**config.mk**
```make
export PLATFORM = sky130hd
export DESIGN_NAME = zst_decide
export DESIGN_NICKNAME = d
export VERILOG_FILES = /design/src/hdl/zst_pkg.sv /design/src/hdl/zst_decide.sv
export SDC_FILE = /design/constraint.sdc
export NUM_CORES = 1
export LEC_CHECK = 0
export ABC_AREA = 1
export BUFFER_PORTS_ARGS = -buffer_cell sky130_fd_sc_hd__buf_2
export CAP_MARGIN = 20
export CORE_MARGIN = 2
export CORE_UTILIZATION = 55
export CTS_CLUSTER_SIZE = 25
export DETAILED_ROUTE_END_ITERATION = 7
export MAX_ROUTING_LAYER = met4
export PLACE_DENSITY = 0.9
export SLEW_MARGIN = 0
export SYNTH_ARGS = -nofsm -noshare
export SYNTH_HDL_FRONTEND = slang
export SYNTH_SLANG_ARGS = --single-unit
```
**constraint.sdc**
```tcl
create_clock -name clk -period 13.1 [get_ports clk]
set_input_delay 0.655 -clock clk [delete_from_list [all_inputs] [get_ports clk]]
set_output_delay 0.655 -clock clk [all_outputs]
set_load 0.05 [all_outputs]
```
**src/hdl/zst_pkg.sv**
```systemverilog
`default_nettype none

package zst_pkg;

  // pixel classification and neighbor-count limits
  localparam logic [7:0] WHITE_BYTE = 8'hFF;
  localparam logic [3:0] MIN_NBR    = 4'd2;
  localparam logic [3:0] MAX_NBR    = 4'd6;

  // field widths fixed by the stream format
  localparam int PIX_W      = 8;
  localparam int COORD_W    = 10;
  localparam int TALLY_W    = 20;
  localparam int CFG_DATA_W = 11;

  // result buffer between the pipeline and the output port
  localparam int OUT_FIFO_DEPTH = 4;

  // configuration register indexes
  typedef logic [1:0] reg_idx_t;
  localparam reg_idx_t REG_SUB_PASS   = 2'd0;
  localparam reg_idx_t REG_FRAME_ROWS = 2'd1;
  localparam reg_idx_t REG_FRAME_COLS = 2'd2;

  typedef struct packed {
    logic [PIX_W-1:0] pixel_value;
  } in_item_t;

  typedef struct packed {
    logic [COORD_W-1:0] out_row;
    logic [COORD_W-1:0] out_col;
    logic [PIX_W-1:0]   out_pixel;
    logic               was_removed;
    logic [TALLY_W-1:0] removed_so_far;
    logic               frame_last;
  } out_item_t;

  typedef struct packed {
    reg_idx_t              reg_index;
    logic [CFG_DATA_W-1:0] wdata;
  } cfg_item_t;

  // window stage handed from the front end to the decision stage
  typedef struct packed {
    logic               vld;
    logic               emit;
    logic               frame_end;
    logic [COORD_W-1:0] row;
    logic [COORD_W-1:0] col;
    logic [8:0]         white;   // 3x3 white flags, index row*3+col
    logic [PIX_W-1:0]   center;
  } win_t;

  // Zhang-Suen removal test on the 3x3 white flags
  function automatic logic zs_remove(input logic [8:0] white, input logic sub_pass);
    logic [7:0] n;
    logic [3:0] cnt;
    logic [3:0] trans;
    logic       prod_ok;
    // ring P2..P9 clockwise from the top
    n = {white[0], white[3], white[6], white[7], white[8], white[5], white[2], white[1]};
    cnt   = '0;
    trans = '0;
    for (int i = 0; i < 8; i++) begin
      cnt = cnt + {3'b000, n[i]};
      if (!n[i] && n[(i + 1) & 7]) begin
        trans = trans + 4'd1;
      end
    end
    if (!sub_pass) begin
      prod_ok = !(n[0] & n[2] & n[4]) && !(n[2] & n[4] & n[6]);
    end else begin
      prod_ok = !(n[0] & n[2] & n[6]) && !(n[0] & n[4] & n[6]);
    end
    return white[4] && (cnt >= MIN_NBR) && (cnt <= MAX_NBR) && (trans == 4'd1) && prod_ok;
  endfunction

endpackage

`default_nettype wire

```
**src/hdl/zst_decide.sv**
```systemverilog
`default_nettype none

// removal decision and running removal count
module zst_decide (
  input  wire logic              clk,
  input  wire logic              rst_n,
  input  wire zst_pkg::win_t     win,
  input  wire logic              sub_pass,
  output logic                   push,
  output zst_pkg::out_item_t     item
);
  import zst_pkg::*;

  logic [TALLY_W-1:0] tally_r, tally_nxt, tally_inc;
  logic               rem;

  assign rem       = win.emit && zs_remove(win.white, sub_pass);
  assign tally_inc = (rem && (tally_r != '1)) ? tally_r + TALLY_W'(1) : tally_r;

  // count clears after the last pixel of a frame
  always_comb begin
    tally_nxt = tally_r;
    if (win.vld) begin
      tally_nxt = win.frame_end ? '0 : tally_inc;
    end
  end

  always_ff @(posedge clk) begin
    if (!rst_n) begin
      tally_r <= '0;
    end else begin
      tally_r <= tally_nxt;
    end
  end

  assign push                = win.vld && win.emit;
  assign item.out_row        = win.row;
  assign item.out_col        = win.col;
  assign item.out_pixel      = rem ? '0 : win.center;
  assign item.was_removed    = rem;
  assign item.removed_so_far = tally_inc;
  assign item.frame_last     = win.frame_end;

  a_tally_clear: assert property (@(posedge clk) disable iff (!rst_n)
    (win.vld && win.frame_end) |=> (tally_r == '0))
    else $error("removal count not cleared at frame end");

  a_rem_white: assert property (@(posedge clk) disable iff (!rst_n)
    (push && item.was_removed) |-> (win.white[4] && item.out_pixel == '0))
    else $error("removed pixel was not white or not zeroed");

endmodule

`default_nettype wire

```
==> impl_metrics.ini <==
[global_route]
grt_max_degree = 25
track_usage_pct = 25.76
grt_first_pass_wirelength_mm = 10.80
grt_pass1_vias = 2502
antenna_found_initial = 0
grt-ovfl-total = 0

[synthesis]
synth_cell_types = 34
netlist_area_sq_mm = 0.002551
postSynthCellCount = 416
yosysWarnings = 0
seq_area_frac_synth_pct = 15.69
synth-seq-cells = 20
synth_edf_count = 0
synth.top_cells.by_area = nand2_1 18%, dfxtp_1 16%, inv_1 8.8%, nand4_1 7.1%, buf_4 6.8%
synth_top_area_share_pct = 18.10
ys_top_cells_by_count = 123 x nand2_1, 60 x inv_1, 29 x nand4_1, 24 x nand3_1, 23 x buf_4
ys.flop_type = dfxtp_1
syn-num-nets = 473
ys_async_sr_fraction_pct = 0
yosysTopAreaCell = nand2_1
synth.most_common_cell = nand2_1
syn_area_per_cell_sq_um = 6.133

[power]
p_switching_mw = 0.07770
p_comb_share_pct = 38.1
peakVddDrop_v = 0.00006451
p_leak_nw = 1.464
clock_power_share_pct = 31.8
swShare_pct = 38.35
power_frac_seq_pct = 30.1
internal_power_mw = 0.1249
powerDensity_mw_per_mm2 = 74.72

[detailed_routing]
drc = 0
drtIter0Drc = 159
wl_per_cell_um = 12.27
ant_nets = 0
wl_mm = 5.998
via_count = 2618
drt-pass1-iter-count = 4
vias_per_cell = 5.354

[final_layout]
area_growth_pct = 6.278
num-nets-final = 495
antenna_cells = 0
layout-drive-gt1-share_pct = 21.74
largest-register = tally_r
largest_reg_flops = 20
biggestRegsByFlops = tally_r: 20 flops

[sta]
holdWs_ns = 0.5179
hold_violations = 0
fmax_mhz = 156.3
worst_pin_slew_ns = 0.8629
finalCriticalPeriod_ns = 6.398
tns_ns = 0
maxSlewViolCount = 0
setup_viol = 0
slew_headroom_pct = 42.48
fin_crit_sh_pct = 48.84
clock_skew_ns = 0.008433
rsz0062_at_grt = false

[clocking]
cts_hold_buffers = 0
cts_sinks = 20
postCtsSetupBuffers = 0
clock_path_buffers = 2
h-tree-depth = 1
clkLatencyLatePin_ns = 0.27
cts-root-buf = clkbuf_8
clkTransAtPathRegs_ns = 0.08
tritoncts = yes
cts_made_buffers = 3
postCtsResizedCells = 0

[critical_path]
crit_arrival_ns = 5.74
cp-end-kind = primary output
critical_path_class = in -> out
crit_slowest_cell = a21oi_2
startpoint_type = primary input
crit_required_ns = 12.44
critPathMaxFanout = 21
crit_path_max_incr_delay_ns = 0.64

[min_path]
hp-class = reg -> reg

[die]
die_width_um = 72.11
start_util_pct = 57.79
die_h_um = 72.11
dieArea_sq_mm = 0.005199
io-pin-count = 94
rows = 24
core_sq_mm = 0.004414

[run]
maxCapViolations = 0

[placement]
placement.io_buffers = 53
routabilityCongestion = 0.9298
dp_hpwl_mm = 4.485

[outcome]
status = completed
path summary, 6_finish.rpt:
check                end       start  cells past startpoint  slack, ns
max             item[27]     win[16]                     33       6.70
min           tally_r[1]  tally_r[1]                      2       0.52
max reg2reg  tally_r[11]  tally_r[0]                     12      10.64
min reg2reg   tally_r[1]  tally_r[1]                      2       0.52
layout make-up:
cell class	instances	area, sq um
repair buffers	55	280.3
flip-flops and latches	20	400.4
multi-input cells	292	1647
clock inverters	1	30.03
fillers	402	1703
well taps	52	65.06
inverters	66	247.7
clock buffers	3	41.29
logic make-up after synthesis:
family / Yosys count / share of synthesized area, %
buffers and inverters: 104 / 19.76
DFF: 20 / 15.69
adders and majority gates: 14 / 8.043
xor gates and xnor gates: 18 / 6.180
AOI/OAI and AO/OA: 28 / 5.934
and+or+nand+nor: 232 / 44.38
cells in the final DEF (no fill, tap or decap), types with 2 or more instances in the layout:
cell      instances
inv_1            60
nor4_1            2
buf_4             2
nor2_1           14
a21oi_1          21
and2_1            3
o21ai_0           3
ha_1             10
xor2_1           15
buf_2            53
nand3b_1          2
fa_1              4
nand3_2           6
xnor2_1           3
dfxtp_1          20
nand3_1          24
clkbuf_8          3
nand2_1         123
nor2_2            4
nor2_4            2
nand2_2          12
inv_2             6
nand4_1          29
nor3_1            6
stage by stage:
step	power [mW]	std cells	instance area, sq um	util [%]	setup slack, ns
6_report	0.2026	489	2711	61.42	6.702
3_3_place_gp	0.1364	485	2640	59.81	6.963
4_1_cts	0.2030	489	2711	61.42	6.713
2_1_floorplan	0.1425	416	2551	-	7.594
3_5_place_dp	0.1395	485	2640	59.81	6.723
5_1_grt	0.2152	489	2711	61.42	6.158
per-layer routing:
layer / share of wire [%] / vias to the layer above / wire [um] / global-route usage, %
li1: - / 1339 / - / -
met1: 43 / 1189 / 2560 / 31.93
met2: 50 / 72 / 2972 / 42.92
met3: 5.9 / 18 / 355 / 3.750
met4: 1.8 / 0 / 109 / 8.595
met5: 0 / - / 0 / -
critical path: cells and delay by family:
family / cells / cell delay (ns)
AND/OR/NAND/NOR: 15 / 2.11
XOR/XNOR: 1 / 0.18
AO/OA/AOI/OAI: 3 / 0.89
adder cells (fa/ha/maj): 5 / 1.22
buffers and inverters: 9 / 0.66
power groups by stage:
stage               sequential, mW  combinational, mW  clock (mW)
floorplan                   0.0624             0.0801           0
global placement            0.0625             0.0740           0
detailed placement          0.0625             0.0770           0
CTS                         0.0610             0.0774      0.0645
global route                0.0611             0.0875      0.0667
finish                      0.0610             0.0772      0.0644
(Power assumes the default switching activity.)
