[src/hdl/zst_pkg.sv]
`default_nettype none

package zst_pkg;

  // pixel classification and neighbor-count limits
  localparam logic [7:0] WHITE_BYTE = 8'hFF;
  localparam logic [3:0] MIN_NBR    = 4'd2;
  localparam logic [3:0] MAX_NBR    = 4'd6;

  // field widths fixed by the stream format
  localparam int PIX_W      = 8;
  localparam int COORD_W    = 10;
  localparam int TALLY_W    = 20;
  localparam int CFG_DATA_W = 11;

  // result buffer between the pipeline and the output port
  localparam int OUT_FIFO_DEPTH = 4;

  // configuration register indexes
  typedef logic [1:0] reg_idx_t;
  localparam reg_idx_t REG_SUB_PASS   = 2'd0;
  localparam reg_idx_t REG_FRAME_ROWS = 2'd1;
  localparam reg_idx_t REG_FRAME_COLS = 2'd2;

  typedef struct packed {
    logic [PIX_W-1:0] pixel_value;
  } in_item_t;

  typedef struct packed {
    logic [COORD_W-1:0] out_row;
    logic [COORD_W-1:0] out_col;
    logic [PIX_W-1:0]   out_pixel;
    logic               was_removed;
    logic [TALLY_W-1:0] removed_so_far;
    logic               frame_last;
  } out_item_t;

  typedef struct packed {
    reg_idx_t              reg_index;
    logic [CFG_DATA_W-1:0] wdata;
  } cfg_item_t;

  // window stage handed from the front end to the decision stage
  typedef struct packed {
    logic               vld;
    logic               emit;
    logic               frame_end;
    logic [COORD_W-1:0] row;
    logic [COORD_W-1:0] col;
    logic [8:0]         white;   // 3x3 white flags, index row*3+col
    logic [PIX_W-1:0]   center;
  } win_t;

  // Zhang-Suen removal test on the 3x3 white flags
  function automatic logic zs_remove(input logic [8:0] white, input logic sub_pass);
    logic [7:0] n;
    logic [3:0] cnt;
    logic [3:0] trans;
    logic       prod_ok;
    // ring P2..P9 clockwise from the top
    n = {white[0], white[3], white[6], white[7], white[8], white[5], white[2], white[1]};
    cnt   = '0;
    trans = '0;
    for (int i = 0; i < 8; i++) begin
      cnt = cnt + {3'b000, n[i]};
      if (!n[i] && n[(i + 1) & 7]) begin
        trans = trans + 4'd1;
      end
    end
    if (!sub_pass) begin
      prod_ok = !(n[0] & n[2] & n[4]) && !(n[2] & n[4] & n[6]);
    end else begin
      prod_ok = !(n[0] & n[2] & n[6]) && !(n[0] & n[4] & n[6]);
    end
    return white[4] && (cnt >= MIN_NBR) && (cnt <= MAX_NBR) && (trans == 4'd1) && prod_ok;
  endfunction

endpackage

`default_nettype wire

[src/hdl/zst_chan_if.sv]
`default_nettype none

// valid/ready channel carrying one request of type T
interface zst_chan_if #(
  parameter type T = logic
) ();
  logic valid;
  logic ready;
  T     data;

  modport source (output valid, output data, input ready);
  modport sink   (input valid, input data, output ready);
endinterface

`default_nettype wire

[src/hdl/zst_fifo.sv]
`default_nettype none

// result buffer driving the output channel
module zst_fifo (
  input  wire logic                                       clk,
  input  wire logic                                       rst_n,
  input  wire logic                                       push,
  input  wire zst_pkg::out_item_t                         din,
  output logic [$clog2(zst_pkg::OUT_FIFO_DEPTH+1)-1:0]    cnt,
  zst_chan_if.source                                      out_res
);
  import zst_pkg::*;

  localparam int PW = $clog2(OUT_FIFO_DEPTH);
  localparam int CNTW = $clog2(OUT_FIFO_DEPTH + 1);

  out_item_t       buf_r [OUT_FIFO_DEPTH];
  logic [PW-1:0]   wr_ptr_r, rd_ptr_r;
  logic [CNTW-1:0] cnt_r, cnt_nxt;
  logic            pop;

  assign pop = out_res.valid && out_res.ready;

  always_comb begin
    cnt_nxt = cnt_r;
    if (push && !pop) begin
      cnt_nxt = cnt_r + CNTW'(1);
    end else if (pop && !push) begin
      cnt_nxt = cnt_r - CNTW'(1);
    end
  end

  always_ff @(posedge clk) begin
    if (!rst_n) begin
      wr_ptr_r <= '0;
      rd_ptr_r <= '0;
      cnt_r    <= '0;
    end else begin
      if (push) begin
        wr_ptr_r <= wr_ptr_r + PW'(1);
      end
      if (pop) begin
        rd_ptr_r <= rd_ptr_r + PW'(1);
      end
      cnt_r <= cnt_nxt;
    end
  end

  always_ff @(posedge clk) begin
    if (push) begin
      buf_r[wr_ptr_r] <= din;
    end
  end

  assign out_res.valid = (cnt_r != '0);
  assign out_res.data  = buf_r[rd_ptr_r];
  assign cnt           = cnt_r;

  a_no_overflow: assert property (@(posedge clk) disable iff (!rst_n)
    push |-> (cnt_r < CNTW'(OUT_FIFO_DEPTH) || pop))
    else $error("result buffer overflow");

  a_pop_count: assert property (@(posedge clk) disable iff (!rst_n)
    (pop && !push) |=> (cnt_r == $past(cnt_r) - CNTW'(1)))
    else $error("result buffer count wrong after pop");

endmodule

`default_nettype wire

[src/flat_wrapper.sv]
// flat-port wrapper written by rule: the top's interface ports become plain ports
module zst_fifo_flat import zst_pkg::*;
  (clk, rst_n, push, din, cnt, out_res_valid, out_res_data, out_res_ready);
  zst_chan_if out_res_i ();
  input  wire logic clk;
  input  wire logic rst_n;
  input  wire logic push;
  input  wire zst_pkg::out_item_t din;
  output logic [$clog2(zst_pkg::OUT_FIFO_DEPTH+1)-1:0] cnt;
  output wire logic [$bits(out_res_i.valid)-1:0] out_res_valid;
  output wire logic [$bits(out_res_i.data)-1:0] out_res_data;
  input wire logic [$bits(out_res_i.ready)-1:0] out_res_ready;
  assign out_res_valid = out_res_i.valid;
  assign out_res_data = out_res_i.data;
  assign out_res_i.ready = out_res_ready;
  zst_fifo u_core (.clk(clk), .rst_n(rst_n), .push(push), .din(din), .cnt(cnt), .out_res(out_res_i));
endmodule
[config.mk]
export PLATFORM = sky130hd
export DESIGN_NAME = zst_fifo_flat
export DESIGN_NICKNAME = d
export VERILOG_FILES = /design/src/hdl/zst_pkg.sv /design/src/hdl/zst_chan_if.sv /design/src/hdl/zst_fifo.sv /design/src/flat_wrapper.sv
export SDC_FILE = /design/constraint.sdc
export NUM_CORES = 1
export LEC_CHECK = 0
export BUFFER_PORTS_ARGS = -buffer_cell sky130_fd_sc_hd__buf_4
export CAP_MARGIN = 20
export CORE_AREA = 2 2 41 52
export DETAILED_ROUTE_END_ITERATION = 12
export DIE_AREA = 0 0 43 54
export PLACE_DENSITY = 0.78
export SLEW_MARGIN = 25
export SYNTH_ARGS = -nofsm -noshare
export SYNTH_HDL_FRONTEND = slang
export SYNTH_SLANG_ARGS = --single-unit
[constraint.sdc]
create_clock -name clk -period 2.5 [get_ports clk]
set_input_delay 0 -clock clk [delete_from_list [all_inputs] [get_ports clk]]
set_output_delay 0 -clock clk [all_outputs]
set_load 0.1 [all_outputs]
==> results.txt, run 1 <==
* Y dimension of the die: 54 um
- Core outline area: between 1500 and 2000 um2
* 1st-iter DRT viols: 2
* Maximum vdd ir drop: roughly 0.85 mV
* GRT Residual Overflow: 0
- Share of cell area taken by muxes after synthesis: under 10%
* HP Class: in -> reg
* Ordered list of cells on the worst path: o31ai_4 -> ha_1 -> inv_1 -> fa_1 -> xor2_1 -> or3_1 -> a21boi_0
* Pin count of the biggest net entering global routing: 9
- Cell with the largest stage delay on the worst path: sky130_fd_sc_hd__dfxtp_1
- Yosys printed 0 warnings.
* Gate power share: 51.0%
- Summing the areas of all compound-gate instances in the mapped netlist gives 8.16% of the synthesized area.
* Initial antenna violation count: 0
* Vias in the first global route: between 300 and 400
- Logic depth of the worst register-to-register path: 7
- The placed instances occupy a cell area of 706 um2.
* Top Ports: 59
- Initial cell density of the core: around 32%
* Total via count in the routed design: about 380
* Final Routed Wirelength: roughly 930 um
- Of the total synthesized cell area, the portion taken by full adders, half adders and majority gates is between 10 and 15%.
* Clock sinks: 13
- The die covers 2320 um2.
* Clock slew at the register clock pins of the worst setup and hold paths: around 0.080 ns
- Kind of cell with the highest combined delay on the critical path: adder cells
- The worst hold path passes through 3 cells.
- Growth of design area from synthesis to finish: 22.7%
- CTS tree: built
- Worst max-slew margin expressed relative to the limit: approximately 78%
- Share of power burned in registers: 35.2%
- The die is 43 um wide.
- The first TritonRoute pass finished after 2 iterations.
- After the last flow step, the layout net total stands at 123.
- Count of input and output buffers: 9
* Worst EP required: approximately 2.7 ns
- The cell area that synthesis handed to floorplanning was 613 um2.
- By startpoint and endpoint, the worst setup path is classified as reg -> reg.
- Setup repair after global routing left no endpoint under its margin.
- The synthesized netlist devotes a little over an eighth of its cell area to simple gates.
- Final hold vios: 0
* Minimum clock period after layout: 2.01 ns
- Setup violations, final: 0
- Total number of cells along the worst setup path: 7
- Net switching power figure: approximately 440 uW
* Final setup skew: 0.00268 ns
- On the worst path, the slowest cell contributes a delay of ~0.40 ns.
- For this run, design rule violations remaining after detail routing come to 0.
- In this run switching power makes up a little under 50% of total power.
- After layout, the worst path uses 80.6% of the clock period.
* Count of maximum capacitance violations: 0
- Fmax: 496 MHz
- STA classifies the critical path endpoint as a flip-flop.
* Post-route standard cell area excluding fillers: approximately 750 um2
* Syn Inst Count: 47
- Synthesized flop and latch total: 13
* Antenna Cells: 0
* Avg Cell Area, Syn: between 10 and 15 um2
- Counting the buffers created by CTS gives 3.
- Post-Route Setup TNS: 0 ns
* Leakage power: 0.000308 uW
* Routability congestion estimate from global placement: roughly 0.63
- Clock latency on the worst-skew pair, taken at its later pin, is between 0.2 and 0.3 ns.
* Cell Int Power: roughly 470 uW
- Xor/xnor cell area share of the yosys netlist: about 7.1%
* Status: finished clean
- Along the worst path, the maximum fanout reaches 6.
- The share of the Yosys chip area taken by registers is a little under 50%.
- Final ANT Viol Nets: 0
- Share of the core filled with cells: 39.7%
- For the worst setup path, the data arrival time is roughly 2.2 ns.
- Dominant combinational cell family by area after synthesis: simple AND/OR/NAND/NOR gates
* Global-route wire length before repair: 1520 um
- Worst Max-Slew Pin Slew: ~0.33 ns
- Root buffer cell: sky130_fd_sc_hd__clkbuf_4
- Worst-case hold slack: approximately 0.088 ns
- Counting both buffers and inverters, the worst setup path holds a total of 1.
- Number of unique standard cell types used by synthesis: 17
- Final slew viol count: 0
- Nature of the critical path startpoint: flip-flop
- In the final routed layout, each cell accounts on average for between 10 and 15 um.
- For this design the ratio of total power to cell area is approximately 1200 nW/um2.
- Synthesized net count: 107
- Maximum level of the CTS H-tree: 1
- Total GRT Usage: a little under a tenth
- Layout cell share with drive strength beyond 1: 25.8%
- Post-detailed-route via-to-cell ratio: roughly 4.6
- Number of inserted filler cells in the final layout: around 200
* Clock Path Buffers: 2
- Relative contribution of the clock network to total power: 13.8%
- The floorplan has 18 rows.
* Sum of net half-perimeters after detailed placement: between 600 and 700 um
-- worst paths after layout --
kind / from / end / slack (ns)
min: push / u_core.wr_ptr_r[1]$_SDFFE_PN0P_ / 0.09
max: u_core.cnt[1]$_SDFFE_PN0P_ / u_core.cnt[2]$_SDFFE_PN0P_ / 0.49
min reg2reg: u_core.cnt[2]$_SDFFE_PN0P_ / u_core.cnt[2]$_SDFFE_PN0P_ / 0.59
max reg2reg: u_core.cnt[1]$_SDFFE_PN0P_ / u_core.cnt[2]$_SDFFE_PN0P_ / 0.49
-- cell families after synthesis --
kind of cell,after synthesis
AOI/OAI and AO/OA,4
xor gates and xnor gates,5
adders and majority gates,6
buffers and inverters,3
DFF,13
muxes,3
and+or+nand+nor,13
-- layout by cell type (no fill, tap or decap) --
cell	count
sky130_fd_sc_hd__and2_1	9
sky130_fd_sc_hd__dfxtp_1	9
sky130_fd_sc_hd__buf_4	9
sky130_fd_sc_hd__ha_1	5
sky130_fd_sc_hd__edfxtp_1	4
sky130_fd_sc_hd__inv_1	3
sky130_fd_sc_hd__xnor2_1	3
sky130_fd_sc_hd__clkbuf_4	3
sky130_fd_sc_hd__mux2i_1	2
sky130_fd_sc_hd__nor2b_1	2
sky130_fd_sc_hd__xor2_1	2
sky130_fd_sc_hd__dlygate4sd3_1	2
sky130_fd_sc_hd__mux4_2	1
sky130_fd_sc_hd__or3_2	1
sky130_fd_sc_hd__o31ai_4	1
sky130_fd_sc_hd__o311ai_2	1
sky130_fd_sc_hd__o21ai_0	1
sky130_fd_sc_hd__or3_1	1
sky130_fd_sc_hd__a21boi_0	1
sky130_fd_sc_hd__fa_1	1
sky130_fd_sc_hd__clkbuf_1	1
-- routing by layer --
layer | up-vias | GRT usage [%] | share of wire [%]
met2 | 5 | 15.7 | 50
li1 | 191 | - | -
met4 | 0 | 7.58 | 1.2
met3 | 2 | 1.01 | 1.5
met1 | 177 | 10.1 | 48
met5 | - | 0 | 0
-- metrics by stage --
step,power (uW),instances,setup slack (ns)
after global placement,780,76,0.530
after global routing,967,82,0.310
final,911,82,0.485
after floorplan,702,47,0.126
after CTS,922,82,0.478
after detailed placement,789,76,0.506
-- repair_timing --
item | in CTS | in global routing
hold buffers | 2 | 0
gates resized for setup | 0 | 0
setup buffers | 0 | 0
hold endpoints to repair | 9 | 0
-- synthesized netlist by cell type --
cell | instances | area [um2]
sky130_fd_sc_hd__o311ai_2 | 1 | 16.3
sky130_fd_sc_hd__o31ai_4 | 1 | 21.3
sky130_fd_sc_hd__a21boi_0 | 1 | 7.51
sky130_fd_sc_hd__edfxtp_1 | 4 | 120
sky130_fd_sc_hd__mux2i_1 | 2 | 20.0
sky130_fd_sc_hd__dfxtp_1 | 9 | 180
sky130_fd_sc_hd__xnor2_1 | 3 | 26.3
sky130_fd_sc_hd__and2_1 | 9 | 56.3
sky130_fd_sc_hd__ha_1 | 5 | 62.6
sky130_fd_sc_hd__or3_1 | 1 | 6.26
sky130_fd_sc_hd__inv_1 | 3 | 11.3
sky130_fd_sc_hd__mux4_2 | 1 | 22.5
sky130_fd_sc_hd__xor2_1 | 2 | 17.5
sky130_fd_sc_hd__fa_1 | 1 | 20.0
sky130_fd_sc_hd__nor2b_1 | 2 | 12.5
sky130_fd_sc_hd__o21ai_0 | 1 | 5.00
sky130_fd_sc_hd__or3_2 | 1 | 7.51
-- layout make-up --
class                      count  area, um2  share of cell area (%)
timing repair buffer          11       87.6                    11.6
multi-input combinational     31        302                    40.1
tap                           20       25.0                    3.33
sequential                    13        300                    39.9
clock buffer                   4       26.3                    3.49
inverter                       3       11.3                    1.50
-- power groups by stage --
stage / combinational, uW / sequential (uW) / clock [uW]
2_1_floorplan: 270 / 432 / 0
3_3_place_gp: 456 / 324 / 0
3_5_place_dp: 463 / 327 / 0
4_1_cts: 467 / 321 / 134
5_1_grt: 494 / 329 / 144
6_report: 464 / 320 / 126
-- worst reg2reg max path, delay by kind of cell, from the launching register on --
family | cells | cell delay [ns]
compound gates | 2 | 0.43
xor+xnor | 1 | 0.16
fa+ha+maj | 2 | 0.60
buf+inv | 1 | 0.06
flops | 1 | 0.40
simple gates | 1 | 0.30
Power figures use the tool's default switching activity.
==> run 2, diff against run 1 <==
--- a/config.mk
+++ b/config.mk
@@ -7,10 +7,10 @@
 export LEC_CHECK = 0
 export BUFFER_PORTS_ARGS = -buffer_cell sky130_fd_sc_hd__buf_4
 export CAP_MARGIN = 20
-export CORE_AREA = 2 2 41 52
+export CORE_AREA = 2 2 43 55
 export DETAILED_ROUTE_END_ITERATION = 12
-export DIE_AREA = 0 0 43 54
-export PLACE_DENSITY = 0.78
+export DIE_AREA = 0 0 45 57
+export PLACE_DENSITY = 0.74
 export SLEW_MARGIN = 25
 export SYNTH_ARGS = -nofsm -noshare
 export SYNTH_HDL_FRONTEND = slang
==> constraint.sdc (replaced) <==
create_clock -name clk -period 1.65 [get_ports clk]
set_input_delay 0 -clock clk [delete_from_list [all_inputs] [get_ports clk]]
set_output_delay 0 -clock clk [all_outputs]
set_load 0.1 [all_outputs]
==> run 2 against run 1 <==
Net effect:
- the flow now finishes with violations (setup timing)
- utilization fell by 0.096 points
- non-clock buffer count increased by 8
- global-route usage grew 0.44 points
- die area rose by 10%
- cell count is 11% higher
- combinational power increased by 80%
- maximum frequency rose by 9.4%
- flip-flop and latch count did not move
- total power up 64%
- clock skew is 0.0013 ns higher
- design area up 10%
- largest cell class is now sequential cells
==> results.txt, run 2 (synthesis results as in run 1) <==
- Status: complete, but fails checks (was finished clean).
* Violations in the final reports: setup timing
- Worst setup startpoint: u_core.cnt[0]$_SDFFE_PN0P_ (was u_core.cnt[1]$_SDFFE_PN0P_)
- Slack of the worst reg-to-reg path: -0.19 ns (was 0.49 ns)
- Count of buffering cells on the critical path with inverters included: 1 (unchanged)
- Global-route wire length before repair: 1740 um (was 1520 um)
* Full die area: 2570 um2 (was 2320 um2)
* Die outline width: 45 um (was 43 um)
* Slowest Stage Delay on Critical Path: 0.35 ns (was 0.40 ns)
- Pin count of the biggest net entering global routing: 9 (unchanged)
- Root buffer cell: sky130_fd_sc_hd__clkbuf_4 (unchanged)
- The clock transition at the registers of the reported paths came to 0.07 ns (was 0.08 ns).
- The minimum period implied by the final worst setup slack was 1.84 ns (was 2.01 ns).
- Layout cell share with drive strength beyond 1: 42.9% (was 25.8%)
- The net total in the final layout was 131 (was 123).
- The nature of the critical path endpoint was a flip-flop (unchanged).
* Worst EP required: 1.85 ns (was 2.70 ns)
- Clock sinks: 13 (unchanged)
- The maximum root-to-sink buffer count came to 2 (unchanged).
- Total via count in the routed design: 391 (was 375)
- Core outline area: 2090 um2 (was 1890 um2)
- The total power was 1490 uW (was 911 uW).
- Ordered list of cells on the worst path: o31ai_4 -> ha_2 -> inv_2 -> fa_2 -> xor2_1 -> or3_1 -> a21boi_1 (was o31ai_4 -> ha_1 -> inv_1 -> fa_1 -> xor2_1 -> or3_1 -> a21boi_0)
- The mean number of vias per cell came to 4.30 (was 4.57).
- The capturing instance or port of the critical path is u_core.cnt[2]$_SDFFE_PN0P_ (unchanged).
- Number of inserted filler cells in the final layout: 211 (was 199)
- The worst reg-to-reg path cell count was 7 (unchanged).
* Inserted Clock Buffers: 3 (unchanged)
* Vias in the first global route: 432 (was 391)
* Num rows: 19 (was 18)
* GRT Residual Overflow: 0 (unchanged)
* Unrepaired setup endpoints after global routing: true (was false)
* Initial cell density of the core: 29.3% (was 32.4%)
- Count of maximum capacitance violations: 0 (unchanged)
- The launching element type of the critical path is a flip-flop (unchanged).
- Setup violations, final: 1 (was 0)
* Largest fanout on the critical path: 2 (was 6)
* First-pass DRT Iterations: 3 (was 2)
- Routability congestion estimate from global placement: 0.686 (was 0.625)
- The instance count on the critical path was 7 (unchanged).
- The sum of routed wire length over all layers is 976 um (was 925 um).
- The number of antenna violations at the first check in global routing is 0 (unchanged).
* 1st-iter DRT viols: 7 (was 2)
- The static leakage came to 0.000347 uW (was 0.000308 uW).
- The fmax came to 543 MHz (was 496 MHz).
- The insertion delay of the later-clocked pin in the worst-skew pair came to 0.27 ns (about the same).
- Y dimension of the die: 57 um (was 54 um)
* Final setup skew: 0.00403 ns (was 0.00268 ns)
* Final ANT Viol Nets: 0 (unchanged)
* Number of instances resized during post-cts repair: 0 (unchanged)
* Destination of the worst register-to-register timing path: u_core.cnt[2]$_SDFFE_PN0P_ (unchanged)
* Cell with the largest stage delay on the worst path: sky130_fd_sc_hd__dfxtp_4 (was sky130_fd_sc_hd__dfxtp_1)
* Antenna Cells: 0 (unchanged)
- The number of H-tree levels came to 1 (unchanged).
- The worst-case headroom to the max-slew limit is 81.6% (was 78.3%).
- The total half-perimeter wirelength after legalization and detailed placement is 773 um (was 687 um).
- The area after detailed placement is 761 um2 (was 706 um2).
* Growth of design area from synthesis to finish: 35.3% (was 22.7%)
* CTS tree: built (unchanged)
- The count of pins on the block boundary is 59 (unchanged).
- The post-detailed-route DRC marker count is 0 (unchanged).
- Total GRT Usage: 9.54% (was 9.10%)
* Commonest non-fill, non-tap cells in the layout: sky130_fd_sc_hd__buf_4 (17), sky130_fd_sc_hd__and2_1 (9), sky130_fd_sc_hd__dfxtp_1 (6) (was sky130_fd_sc_hd__and2_1 (9), sky130_fd_sc_hd__dfxtp_1 (9), sky130_fd_sc_hd__buf_4 (9))
- Cell area power density: 1800 nW/um2 (was 1210 nW/um2)
* Crit Path Category: reg -> reg (unchanged)
* Source of the worst register-to-register timing path: u_core.cnt[0]$_SDFFE_PN0P_ (was u_core.cnt[1]$_SDFFE_PN0P_)
- The average wire length per cell after detail routing was 10.7 um (was 11.3 um).
* Final worst-path setup slack: -0.191 ns (was 0.485 ns)
* Worst Max-Slew Pin Slew: 0.278 ns (was 0.326 ns)
- The number of port buffers was 9 (unchanged).
* Final hold vios: 0 (unchanged)
* Post-route standard cell area excluding fillers: 830 um2 (was 752 um2)
* Final slew viol count: 0 (unchanged)
* Leading cell type in the layout, fill and taps excluded: sky130_fd_sc_hd__buf_4
- HP Class: in -> reg (unchanged)
- The worst ir drop on vdd was 0.913 mV (was 0.855 mV).
- The share of the cycle needed by the critical path after routing was 112% (was 80.6%).
- The gate family responsible for the most delay along the worst path was adder cells (unchanged).
- Arrival time at the worst endpoint: 2.04 ns (was 2.21 ns)
==> run 2: changes by cell type in the layout (fill, tap and decap cells not counted), sizes merged <==
cell	delta
buf	+8
==> run 2: worst min-delay path by stage <==
stage                     startpoint                         endpoint  slack (ns)  cells after the start
after floorplan               din[0]     u_core.buf_r[0][0]$_DFFE_PP_         0.1                      0
after global placement        din[0]     u_core.buf_r[0][0]$_DFFE_PP_        0.21                      1
after detailed placement      din[0]     u_core.buf_r[2][0]$_DFFE_PP_        0.21                      1
after CTS                       push  u_core.wr_ptr_r[1]$_SDFFE_PN0P_        0.06                      3
after global routing            push  u_core.wr_ptr_r[1]$_SDFFE_PN0P_        0.08                      3
final                           push  u_core.wr_ptr_r[1]$_SDFFE_PN0P_        0.06                      3
==> run 2: tightest hold or removal path, delay by kind of cell <==
family / cells / cell delay [ns]
AND/OR/NAND/NOR: 1 / 0.09
buffers and inverters: 1 / 0.12
multiplexers: 1 / 0.08
==> run 2: report_power, final <==
group          internal, uW  total (uW)  switching (uW)  leakage, uW
logic                   298         837             539     0.000219
clock network          93.6         189            95.2    0.0000150
registers               412         466            53.7     0.000113
==> run 2: layout make-up <==
| type | instances | area, um2 | share of cell area [%] |
|---|---|---|---|
| Clock buffer | 4 | 26.3 | 3.17 |
| Multi-Input combinational cell | 31 | 307 | 37.0 |
| Inverter | 3 | 11.3 | 1.36 |
| Sequential cell | 13 | 312 | 37.6 |
| Tap cell | 21 | 26.3 | 3.17 |
| Timing Repair Buffer | 19 | 148 | 17.8 |
==> run 2: stage by stage <==
step / setup slack [ns] / std cells / setup TNS, ns / hold WS (ns) / util [%]
final: -0.191 / 91 / -0.191 / 0.0567 / 39.7
after global routing: -0.265 / 91 / -0.307 / 0.0801 / 39.7
after CTS: -0.198 / 90 / -0.198 / 0.0550 / 39.3
after detailed placement: -0.187 / 82 / -0.187 / 0.211 / 36.4
after global placement: -0.128 / 82 / -0.128 / 0.206 / 36.4
after floorplan: -0.303 / 47 / -0.397 / 0.0989 / -
==> run 2: per-layer routing <==
| layer | vias to the layer above | part of all wire [%] | track usage, % | routed length [um] |
|---|---|---|---|---|
| li1 | 204 | - | - | - |
| met1 | 177 | 40 | 10.1 | 393 |
| met2 | 8 | 55 | 15.7 | 532 |
| met3 | 2 | 2.9 | 3.80 | 28 |
| met4 | 0 | 2.2 | 5.04 | 21 |
| met5 | - | 0 | 0 | 0 |
==> run 2: repair_timing <==
| action | in CTS | in global routing |
|---|---|---|
| buffers inserted | 2 | 1 |
| setup endpoints to repair | 1 | 2 |
| pin swaps | 2 | 2 |
| hold buffers | 2 | 0 |
| hold endpoints to repair | 11 | 0 |
| gates cloned | 0 | 0 |
==> run 3, diff against run 2 <==
--- a/config.mk
+++ b/config.mk
@@ -7,10 +7,10 @@
 export LEC_CHECK = 0
 export BUFFER_PORTS_ARGS = -buffer_cell sky130_fd_sc_hd__buf_4
 export CAP_MARGIN = 20
-export CORE_AREA = 2 2 43 55
+export CORE_AREA = 2 2 48 50
 export DETAILED_ROUTE_END_ITERATION = 12
-export DIE_AREA = 0 0 45 57
-export PLACE_DENSITY = 0.74
+export DIE_AREA = 0 0 50 52
+export PLACE_DENSITY = 0.73
 export SLEW_MARGIN = 25
 export SYNTH_ARGS = -nofsm -noshare
 export SYNTH_HDL_FRONTEND = slang
==> run 3 against run 2 <==
Net effect:
- the flow still finishes with violations (setup timing)
- total power decreased by 1.8%
- register-to-register slack got worse by 0.02 ns
- hold slack got worse by 0.013 ns
- cell count increased by 4.4%
- clock skew decreased by 0.00064 ns
==> results.txt, run 3 (synthesis results as in run 1) <==
* Status: complete, but fails checks (unchanged)
- Violations in the final reports: setup timing (unchanged)
* Routed WL per cell: 9.55 um (was 10.7 um)
- Layout Nets: 128 (was 131)
- Largest fanout on the critical path: 2 (unchanged)
- Non-filler cells, final: 95 (was 91)
- Count of input and output buffers: 9 (unchanged)
- The fraction of final layout cells sized beyond drive strength 1 is 41.8% (was 42.9%).
- Root buffer cell: sky130_fd_sc_hd__clkbuf_4 (unchanged)
- Final slew viol count: 0 (unchanged)
- The area after detailed placement was 769 um2 (was 761 um2).
- Fmax: 538 MHz (was 543 MHz)
* CTS tree: built (unchanged)
* Logic depth of the worst register-to-register path: 7 (unchanged)
* Clock slew at the register clock pins of the worst setup and hold paths: 0.08 ns (was 0.07 ns)
- The residual antenna-violating net count after detailed routing is 0 (unchanged).
- The hold violation total from the final report was 0 (unchanged).
- The storage element area came to 312 um2 (unchanged).
- The switching power share of the total came to 46.9% (was 46.1%).
* First-pass DRT Iterations: 2 (was 3)
- Global-route track usage on met3: 3.45% (was 3.80%)
- The sum of routed wire length over all layers came to 907 um (was 976 um).
- The startpoint of the lowest-slack register-to-register path was u_core.cnt[2]$_SDFFE_PN0P_ (was u_core.cnt[0]$_SDFFE_PN0P_).
- The via count of the first global-routing pass is 404 (was 432).
- Pin count of the biggest net entering global routing: 9 (unchanged)
- Commonest non-fill, non-tap cells in the layout: sky130_fd_sc_hd__buf_4 (14), sky130_fd_sc_hd__and2_1 (9), sky130_fd_sc_hd__dfxtp_1 (6) (was sky130_fd_sc_hd__buf_4 (17), sky130_fd_sc_hd__and2_1 (9), sky130_fd_sc_hd__dfxtp_1 (6)).
* Sum of net half-perimeters after detailed placement: 675 um (was 773 um)
- Core outline area: 2110 um2 (was 2090 um2)
- The count of pins on the block boundary is 59 (unchanged).
- Count of maximum capacitance violations: 0 (unchanged)
- The switching power summed over all nets was 687 uW (was 688 uW).
* Full die area: 2600 um2 (was 2570 um2)
- Y dimension of the die: 52 um (was 57 um)
- The worst endpoint data arrival time came to 2.07 ns (was 2.04 ns).
- Growth of design area from synthesis to finish: 33.3% (was 35.3%)
* Final setup skew: 0.00339 ns (was 0.00403 ns)
- Clock sinks: 13 (unchanged)
- The met2 capacity usage during global routing came to 13.6% (was 15.7%).
- 1st-iter DRT viols: 2 (was 7)
* Share of power burned in registers: 31.6% (was 31.2%)
* Unrepaired setup endpoints after global routing: true (unchanged)
- Endpoint type of the worst setup path: flip-flop (unchanged)
- Post-detailed-route via-to-cell ratio: 4.07 (was 4.30)
- The number of clock buffers inserted by TritonCTS was 3 (unchanged).
* Inst Count DP: 89 (was 82)
* Global-route wire length before repair: 1570 um (was 1740 um)
* Worst EP required: 1.86 ns (was 1.85 ns)
* Total GRT Usage: 8.36% (was 9.54%)
* Routability congestion estimate from global placement: 0.766 (was 0.686)
* Destination of the worst hold path: u_core.wr_ptr_r[1]$_SDFFE_PN0P_ (unchanged)
* Minimum clock period after layout: 1.86 ns (was 1.84 ns)
- The effective utilization at floorplan was 29.1% (was 29.3%).
- Initial antenna violation count: 0 (unchanged)
- Worst max-slew margin expressed relative to the limit: 81.6% (about the same)
- Post-route standard cell area excluding fillers: 817 um2 (was 830 um2)
- The register-to-register setup slack is -0.21 ns (was -0.19 ns).
- The busiest layer in global routing is met2 (unchanged).
- The multi-input gate area in the final layout came to 307 um2 (unchanged).
- The number of fill cells in the layout is 205 (was 211).
- The power density over the cells is 1790 nW/um2 (was 1800 nW/um2).
- Leakage power: 0.000335 uW (was 0.000347 uW)
* Nature of the critical path startpoint: flip-flop (unchanged)
- The number of H-tree levels came to 1 (unchanged).
- Cell Int Power: 778 uW (was 804 uW)
- The capturing point of the worst reg2reg path is u_core.cnt[2]$_SDFFE_PN0P_ (unchanged).
* Leading cell type in the layout, fill and taps excluded: sky130_fd_sc_hd__buf_4 (unchanged)
* Number of instances resized during post-cts repair: 0 (unchanged)
* Clock Path Buffers: 2 (unchanged)
- The antenna diode count came to 0 (unchanged).
* HP Class: in -> reg (unchanged)
- The clock power share is 13.3% (was 12.7%).
- Met1 GRT Util: 8.86% (was 10.1%)
- Crit Path Category: reg -> reg (unchanged)
- Num rows: 17 (was 19)
* Total DRC errors in the routed layout: 0 (unchanged)
* Setup violations, final: 1 (unchanged)
- Number of instances on the worst hold path: 3 (unchanged)
* Clock Latency Late Sink: 0.28 ns (was 0.27 ns)
- The worst setup slack after layout was -0.210 ns (was -0.191 ns).
- GRT Residual Overflow: 0 (unchanged)
* Total via count in the routed design: 387 (was 391)
- Maximum vdd ir drop: 1.11 mV (was 0.913 mV)
- The fraction of power consumed by combinational cells was 55.1% (was 56.1%).
- The share of the cycle needed by the critical path after routing came to 113% (was 112%).
- The pin slew with the least headroom to its limit was 0.279 ns (was 0.278 ns).
* Die outline width: 50 um (was 45 um)
- Source of the worst hold timing path: push (unchanged)
[run 3: changes by cell type in the layout (fill, tap and decap cells not counted)]
cell,before,now
sky130_fd_sc_hd__buf_4,17,14
sky130_fd_sc_hd__clkbuf_1,1,0
sky130_fd_sc_hd__clkinv_2,0,1
[run 3: worst max path at each step]
stage | startpoint | slack, ns | end
3_3_place_gp | u_core.cnt[0]$_SDFFE_PN0P_ | -0.12 | u_core.cnt[2]$_SDFFE_PN0P_
5_1_grt | u_core.cnt[2]$_SDFFE_PN0P_ | -0.30 | u_core.cnt[2]$_SDFFE_PN0P_
6_report | u_core.cnt[2]$_SDFFE_PN0P_ | -0.21 | u_core.cnt[2]$_SDFFE_PN0P_
2_1_floorplan | u_core.cnt[0]$_SDFFE_PN0P_ | -0.30 | u_core.cnt[2]$_SDFFE_PN0P_
4_1_cts | u_core.cnt[0]$_SDFFE_PN0P_ | -0.20 | u_core.cnt[2]$_SDFFE_PN0P_
3_5_place_dp | u_core.cnt[0]$_SDFFE_PN0P_ | -0.17 | u_core.cnt[2]$_SDFFE_PN0P_
[run 3: area by class of cell]
| cell class | instances | share of cell area, % |
|---|---|---|
| clock buffer | 3 | 2.76 |
| clock inverter | 1 | 0.613 |
| inverter | 3 | 1.38 |
| multi-input combinational | 31 | 37.5 |
| sequential | 13 | 38.1 |
| tap | 28 | 4.29 |
| timing repair buffer | 16 | 15.3 |
[run 3: repair_timing]
action,CTS,global route
setup endpoints to repair,1,2
hold buffers,2,0
gates cloned,0,0
setup buffers,0,0
pin swaps,0,3
endpoints found under the hold margin,10,0
[run 3: power by group through the flow]
stage	registers, uW	clock network (uW)	logic, uW
6_report	463	195	807
4_1_cts	464	204	816
3_5_place_dp	471	0	807
3_3_place_gp	469	0	804
5_1_grt	472	220	857
2_1_floorplan	673	0	418
[run 3: layer usage]
| metal | part of all wire (%) | vias up | routed length [um] |
|---|---|---|---|
| met5 | 0 | - | 0 |
| met4 | 2.3 | 0 | 21 |
| met3 | 5.4 | 3 | 49 |
| met2 | 47 | 8 | 430 |
| met1 | 45 | 176 | 405 |
| li1 | - | 200 | - |
[run 3: worst max-delay path: stages, from the launching register on]
cell and delay [ns]:
sky130_fd_sc_hd__dfxtp_4 0.36, sky130_fd_sc_hd__o31ai_4 0.25, sky130_fd_sc_hd__ha_2 0.23, sky130_fd_sc_hd__inv_2 0.04, sky130_fd_sc_hd__fa_2 0.33, sky130_fd_sc_hd__xor2_1 0.15, sky130_fd_sc_hd__or3_1 0.30, sky130_fd_sc_hd__a21boi_1 0.13
[run 3: metrics by stage]
stage	worst slack [ns]	power [uW]	utilization [%]	hold WS [ns]	TNS [ns]
2_1_floorplan	-0.303	1090	-	0.0989	-0.397
3_3_place_gp	-0.119	1270	36.5	0.208	-0.119
3_5_place_dp	-0.170	1280	36.5	0.212	-0.170
4_1_cts	-0.203	1480	38.8	0.0465	-0.203
5_1_grt	-0.301	1550	38.8	0.0471	-0.317
6_report	-0.210	1470	38.8	0.0440	-0.210
